--- src/hw/rtl/zobrist_board_hash_core_defines.svh ---
// Assertion macros shared by the Zobrist hash core.
`ifndef ZOBRIST_BOARD_HASH_CORE_DEFINES_SVH
`define ZOBRIST_BOARD_HASH_CORE_DEFINES_SVH

// ante holds in a cycle -> cons holds in the same cycle
`define ZBH_ASSERT_NOW(label, clk, rst_n, ante, cons) \
    label: assert property (@(posedge clk) disable iff (!rst_n) (ante) |-> (cons)) \
        else $error("zbh: same-cycle check failed");

// ante holds in a cycle -> cons holds from the next cycle on (cons may carry ##n)
`define ZBH_ASSERT_NEXT(label, clk, rst_n, ante, cons) \
    label: assert property (@(posedge clk) disable iff (!rst_n) (ante) |=> cons) \
        else $error("zbh: next-cycle check failed");

`endif

--- src/hw/rtl/zbh_pkg.sv ---
// Package: key table generator, types and constants of the Zobrist hash core.
package zbh_pkg;

    localparam int unsigned SQUARE_COUNT_DEF = 32;
    localparam int unsigned PIECE_KINDS      = 4;
    localparam int unsigned MASK_W           = 32;
    localparam int unsigned KEY_W            = 64;
    localparam int unsigned GROUP_SIZE       = 8;

    localparam logic [KEY_W-1:0] KEY_SEED  = 64'hDA3A_5C05_1A11_A415;
    localparam logic [KEY_W-1:0] KEY_GAMMA = 64'h9E37_79B9_7F4A_7C15;
    localparam logic [KEY_W-1:0] KEY_MUL1  = 64'hBF58_476D_1CE4_E5B9;
    localparam logic [KEY_W-1:0] KEY_MUL2  = 64'h94D0_49BB_1331_11EB;

    typedef logic [KEY_W-1:0]  t_key;
    typedef logic [MASK_W-1:0] t_mask;

    typedef struct packed {
        logic grp;
        logic kind;
    } t_stage_en;

    // SplitMix64 output n; evaluated at elaboration only
    function automatic t_key key_at(input int unsigned n);
        t_key z;
        z = KEY_SEED + KEY_W'(n + 1) * KEY_GAMMA;
        z = (z ^ (z >> 30)) * KEY_MUL1;
        z = (z ^ (z >> 27)) * KEY_MUL2;
        return z ^ (z >> 31);
    endfunction

endpackage

--- src/hw/rtl/zbh_kind_hash.sv ---
// One piece kind: masked key selection, group fold, kind fold over two stages.
module zbh_kind_hash #(
    parameter int unsigned SQUARE_COUNT = zbh_pkg::SQUARE_COUNT_DEF,
    parameter int unsigned KIND         = 0
) (
    input  logic              i_clk,
    input  zbh_pkg::t_mask    i_mask,
    input  zbh_pkg::t_stage_en i_en,
    output zbh_pkg::t_key     o_hash
);
    import zbh_pkg::*;

    localparam int unsigned GROUPS = (SQUARE_COUNT + GROUP_SIZE - 1) / GROUP_SIZE;

    t_key w_term [GROUPS][GROUP_SIZE];
    t_key n_grp  [GROUPS];
    t_key r_grp  [GROUPS];
    t_key n_hash;
    t_key r_hash;

    for (genvar g = 0; g < GROUPS; g++) begin : g_grp
        for (genvar j = 0; j < GROUP_SIZE; j++) begin : g_sq
            if (g * GROUP_SIZE + j < SQUARE_COUNT) begin : g_on
                localparam t_key KEY = key_at(KIND * SQUARE_COUNT + g * GROUP_SIZE + j);
                assign w_term[g][j] = i_mask[g * GROUP_SIZE + j] ? KEY : '0;
            end else begin : g_off
                assign w_term[g][j] = '0;
            end
        end
    end

    always_comb begin
        for (int g = 0; g < GROUPS; g++) begin
            n_grp[g] = '0;
            for (int j = 0; j < GROUP_SIZE; j++) begin
                n_grp[g] = n_grp[g] ^ w_term[g][j];
            end
        end
    end

    always_comb begin
        n_hash = '0;
        for (int g = 0; g < GROUPS; g++) begin
            n_hash = n_hash ^ r_grp[g];
        end
    end

    always_ff @(posedge i_clk) begin
        if (i_en.grp) begin
            r_grp <= n_grp;
        end
        if (i_en.kind) begin
            r_hash <= n_hash;
        end
    end

    assign o_hash = r_hash;

endmodule

--- src/hw/rtl/zobrist_board_hash_core.sv ---
// Top level: pipelined Zobrist position hash for a 32-square draughts board.
//
// Usage:
//   Drive the four occupancy masks and i_black_to_move and raise start for
//   one cycle per position. busy is always low, so a word is taken at every
//   edge with start high; positions may follow each other every cycle.
//   o_position_hash is shown for one cycle with o_strobe high, in the order
//   the words came in.
//   Pipeline: input register, per-kind group fold (eight squares each),
//   per-kind fold, final XOR with the player key into the output register.
//   Throughput one word per cycle; each word passes through those four
//   register stages in order.
//   Reset (i_rst_n low, synchronous) drops every word in flight; no strobe
//   follows for words taken before it.
//   The receiver cannot stall; results are never held or repeated.
module zobrist_board_hash_core #(
    parameter int unsigned SQUARE_COUNT = zbh_pkg::SQUARE_COUNT_DEF
) (
    input  logic           i_clk,
    input  logic           i_rst_n,
    input  logic           start,
    output logic           busy,
    input  zbh_pkg::t_mask i_white_men_mask,
    input  zbh_pkg::t_mask i_white_kings_mask,
    input  zbh_pkg::t_mask i_black_men_mask,
    input  zbh_pkg::t_mask i_black_kings_mask,
    input  logic           i_black_to_move,
    output logic           o_strobe,
    output zbh_pkg::t_key  o_position_hash
);
    import zbh_pkg::*;

    `include "zobrist_board_hash_core_defines.svh"

    localparam t_key PLAYER_KEY = key_at(PIECE_KINDS * SQUARE_COUNT);

    logic  r_vld_s1, r_vld_s2, r_vld_s3, r_strobe;
    logic  r_btm_s1, r_btm_s2, r_btm_s3;
    t_mask r_mask_s1 [PIECE_KINDS];
    t_key  w_kind    [PIECE_KINDS];
    t_key  n_hash;
    t_key  r_hash;
    t_stage_en w_en;

    assign busy = 1'b0;
    assign w_en = '{grp: r_vld_s1, kind: r_vld_s2};

    always_ff @(posedge i_clk) begin
        if (!i_rst_n) begin
            r_vld_s1 <= 1'b0;
            r_vld_s2 <= 1'b0;
            r_vld_s3 <= 1'b0;
            r_strobe <= 1'b0;
        end else begin
            r_vld_s1 <= start && !busy;
            r_vld_s2 <= r_vld_s1;
            r_vld_s3 <= r_vld_s2;
            r_strobe <= r_vld_s3;
        end
    end

    always_ff @(posedge i_clk) begin
        if (start && !busy) begin
            r_mask_s1[0] <= i_white_men_mask;
            r_mask_s1[1] <= i_white_kings_mask;
            r_mask_s1[2] <= i_black_men_mask;
            r_mask_s1[3] <= i_black_kings_mask;
            r_btm_s1     <= i_black_to_move;
        end
        if (r_vld_s1) begin
            r_btm_s2 <= r_btm_s1;
        end
        if (r_vld_s2) begin
            r_btm_s3 <= r_btm_s2;
        end
        if (r_vld_s3) begin
            r_hash <= n_hash;
        end
    end

    for (genvar k = 0; k < PIECE_KINDS; k++) begin : g_kind
        zbh_kind_hash #(
            .SQUARE_COUNT (SQUARE_COUNT),
            .KIND         (k)
        ) u_kind (
            .i_clk  (i_clk),
            .i_mask (r_mask_s1[k]),
            .i_en   (w_en),
            .o_hash (w_kind[k])
        );
    end

    always_comb begin
        n_hash = r_btm_s3 ? PLAYER_KEY : '0;
        for (int k = 0; k < PIECE_KINDS; k++) begin
            n_hash = n_hash ^ w_kind[k];
        end
    end

    assign o_strobe        = r_strobe;
    assign o_position_hash = r_hash;

    `ZBH_ASSERT_NEXT(a_word_reaches_out, i_clk, i_rst_n, start && !busy, ##3 o_strobe)
    `ZBH_ASSERT_NEXT(a_empty_board_zero, i_clk, i_rst_n,
        r_vld_s1 && !r_btm_s1 && r_mask_s1[0] == '0 && r_mask_s1[1] == '0
        && r_mask_s1[2] == '0 && r_mask_s1[3] == '0, ##2 (o_position_hash == '0))
    `ZBH_ASSERT_NOW(a_strobe_has_source, i_clk, i_rst_n, o_strobe, $past(r_vld_s3))

endmodule

--- config.mk ---
export PLATFORM = sky130hd
export DESIGN_NAME = zobrist_board_hash_core
export DESIGN_NICKNAME = d
export VERILOG_FILES = /design/src/hw/rtl/zbh_pkg.sv /design/src/hw/rtl/zbh_kind_hash.sv /design/src/hw/rtl/zobrist_board_hash_core.sv
export VERILOG_INCLUDE_DIRS = /design/src /design/src/hw/rtl
export SDC_FILE = /design/constraint.sdc
export NUM_CORES = 2
export LEC_CHECK = 0
export BUFFER_PORTS_ARGS = -buffer_cell sky130_fd_sc_hd__buf_2
export CORE_ASPECT_RATIO = 1.4
export CORE_MARGIN = 5
export CORE_UTILIZATION = 61
export CTS_CLUSTER_DIAMETER = 60
export DETAILED_ROUTE_END_ITERATION = 10
export PLACE_DENSITY = 0.78
export SETUP_SLACK_MARGIN = 0.3
export SLEW_MARGIN = 25
export SYNTH_ARGS = -nofsm -noshare
export SYNTH_HDL_FRONTEND = slang
export SYNTH_HIERARCHICAL = 1
export SYNTH_SLANG_ARGS = --single-unit
--- constraint.sdc ---
create_clock -name i_clk -period 27.2 [get_ports i_clk]
set_input_delay 5.44 -clock i_clk [delete_from_list [all_inputs] [get_ports i_clk]]
set_output_delay 5.44 -clock i_clk [all_outputs]
set_load 0.05 [all_outputs]
==> flow_metrics.py <==
metrics = {
    "floorplan": {
        "num_io_pins": 198,
        "die_area_um2": 111000,
        "start_util_pct": 61.1,
        "dieWidth_um": 282,
        "rows": 140,
        "core_area_um2": 104000,
        "dieHeight_um": 391,
    },
    "synth": {
        "synth-simple-area-share_pct": 0.0395,
        "synth.cell_area_um2": 63400,
        "synth_top_family_by_area": "XOR/XNOR gates",
        "yosys.area_share.adder_pct": 0,
        "synth_nets": 3825,
        "yosys_register_bits": 1373,
        "synth_compound_area_share_pct": 0,
        "yosysSeqAreaShare_pct": 65.0,
        "yosys.area_share.xor_xnor_pct": 33.1,
        "yosys_warnings": 6,
        "postSynthCellCount": 3693,
        "yosysUniqueCellTypes": 19,
        "muxShareOfSynthArea_pct": 0,
        "syn_area_per_cell_um2": 17.2,
    },
    "clock_tree": {
        "cts_tree": "yes",
        "cts_buffer_depth": 3,
        "numCtsBuffers": 132,
        "clkTransAtPathRegs_ps": 70,
        "post_cts_resized": 0,
        "insertion_delay_ps": 750,
        "root_buffer": "clkbuf_16",
        "htreeDepth": 4,
        "cts_setup_buffers": 0,
        "holdBufCountCts": 0,
        "cts_sinks": 1373,
    },
    "setup_path": {
        "startpoint": "o_position_hash[55]$_DFFE_PP_",
        "crit_chain": "buf_2",
        "cp.depth": 1,
        "worstSetupStartpointType": "flop",
        "reg2reg_to": "g_kind[2].u_kind/r_grp[70]$_DFFE_PP_",
        "cp.required_ps": 21760,
        "criticalPathCategory": "reg2out",
        "slowest_stage": "edfxtp_1",
        "end_kind": "output pin",
        "crit_path_max_incr_delay_ps": 390,
        "crit_family": "flip-flops",
        "crit_end": "o_position_hash[55]",
        "r2r_setup_slack_ps": 22440,
        "worst-path-max-fanout": 1,
        "ff2ff_path_depth": 5,
        "cp_num_buf_inv": 1,
        "rr_startpoint": "r_vld_s1$_SDFF_PN0_",
        "worstPathArrival_ps": 1370,
    },
    "route": {
        "num_vias": 29700,
        "drtIter0Drc": 3274,
        "ant_nets": 0,
        "avgViaCountPerCell": 5.53,
        "routedWlPerCell_um": 28.8,
        "first_pass_iters": 7,
        "routed_wl_um": 154000,
        "route.detailed.drc": 0,
    },
    "layout": {
        "final_common_cell": "edfxtp_1",
        "finalNonFillerCells": 5372,
        "nNetsFinal": 4052,
        "most-common-layout-cells": "1369 x edfxtp_1, 1259 x xnor2_1, 641 x xor2_1",
        "utilization_pct": 67.2,
        "final_cell_area_um2": 69600,
        "syn_to_final_growth_pct": 9.91,
        "drive_gt1_share_pct": 12.5,
    },
    "timing": {
        "finalHoldViolCount": 0,
        "tightest_slew_ps": 1100,
        "fin_skew_ps": 23.3,
        "rsz0062_at_grt": "no",
        "max_freq_ghz": 0.147,
        "finalSetupTns_ps": 0,
        "fin_crit_sh_pct": 25.0,
        "maxSlewViolCount": 0,
        "setup_viol": 0,
        "slew_headroom_pct": 25.9,
        "min_period_ps": 6810,
    },
    "placement": {
        "place_hpwl_um": 114000,
        "port_buffers": 196,
        "place_congestion": 0.899,
        "dpl_cell_area_um2": 65400,
        "dp_cells": 5133,
    },
    "status": {
        "outcome": "completed",
    },
    "min_path": {
        "hp-class": "reg2reg",
    },
    "grt": {
        "grt_pass1_vias": 30100,
        "grt_overflow_total": 0,
        "antenna_found_initial": 6,
        "grt_max_degree": 179,
        "grt_pass1_wl_um": 215000,
        "grt_usage_pct": 28.1,
    },
    "power": {
        "fin_total_pwr_uw": 6160,
        "leakage_uw": 0.0240,
        "cellPowerDensity_nw_per_um2": 88.4,
        "ir_drop_mv": 0.0603,
    },
    "run": {
        "drv_cap": 0,
    },
}
-- worst min path at each step --
stage | slack [ps] | depth (start not counted) | startpoint | to
2_1_floorplan | 400 | 0 | r_btm_s1$_DFFE_PP_ | r_btm_s2$_DFFE_PP_
3_3_place_gp | 400 | 0 | r_btm_s2$_DFFE_PP_ | r_btm_s3$_DFFE_PP_
3_5_place_dp | 410 | 0 | r_btm_s2$_DFFE_PP_ | r_btm_s3$_DFFE_PP_
4_1_cts | 430 | 0 | r_btm_s2$_DFFE_PP_ | r_btm_s3$_DFFE_PP_
5_1_grt | 440 | 0 | r_btm_s2$_DFFE_PP_ | r_btm_s3$_DFFE_PP_
6_report | 440 | 0 | r_btm_s2$_DFFE_PP_ | r_btm_s3$_DFFE_PP_
-- worst register-to-register path: stages, from the launching register on --
cell and delay [ps]:
dfxtp_4 910, buf_4 1000, buf_6 730, buf_6 780, buf_4 680, buf_12 320
-- metal layers --
layer  wire length (um)  part of all wire (%)  global-route usage [%]  vias to the layer above
met5                 20                 0.013                       0                        -
met4               9100                   5.9                    14.0                        2
met3              10200                   6.6                    4.45                      279
met2              79500                    51                    48.5                     1259
met1              55600                    36                    34.5                    15200
li1                   -                     -                       -                    13000
-- where the power goes --
part / internal [uW] / switching (uW) / total, uW
logic: 582 / 817 / 1400
clock network: 1020 / 769 / 1790
registers: 2770 / 197 / 2970
-- layout make-up --
type	count	area [um2]
Sequential cell	1373	41200
Inverter	87	327
Fill cell	6848	34100
Antenna cell	3	7.51
Clock inverter	68	578
Tap cell	1349	1690
Timing Repair Buffer	222	1240
Clock buffer	166	3600
Multi-Input combinational cell	2104	21000
-- cell usage after synthesis --
cell	instances	area [um2]
edfxtp_1	1369	41100
xnor2_1	1259	11000
xor2_1	641	5610
xnor3_1	97	2180
inv_1	82	308
buf_2	72	360
buf_4	39	293
xnor2_2	32	521
xor2_2	21	342
xor2_4	18	495
buf_6	17	191
xor3_1	15	357
xnor2_4	14	385
inv_2	5	18.8
and2_1	4	25.0
dfxtp_1	4	80.1
xor3_2	2	50.1
clkbuf_1	1	3.75
conb_1	1	3.75
-- cell families (layout without fill, tap and decap cells) --
kind of cell	after synthesis	count (layout)
xor+xnor	2099	2099
flops	1373	1373
buf+inv	216	543
simple gates	4	4
other cells	1	4
-- stage by stage --
step / hold slack (ps) / worst slack (ps)
floorplan: 400 / 5270
global placement: 401 / 19980
detailed placement: 411 / 19890
CTS: 429 / 20320
global route: 437 / 20340
finish: 437 / 20390
-- registers in the layout, summed over array words and instances, names as in the netlist --
register              flops
g_kind.u_kind/r_grp     918
g_kind.u_kind/o_hash    256
r_mask_s1               128
o_position_hash          64
o_strobe                  1
r_btm_s1                  1
r_btm_s2                  1
r_btm_s3                  1
r_vld_s1                  1
r_vld_s2                  1
r_vld_s3                  1
(Power assumes the default switching activity.)
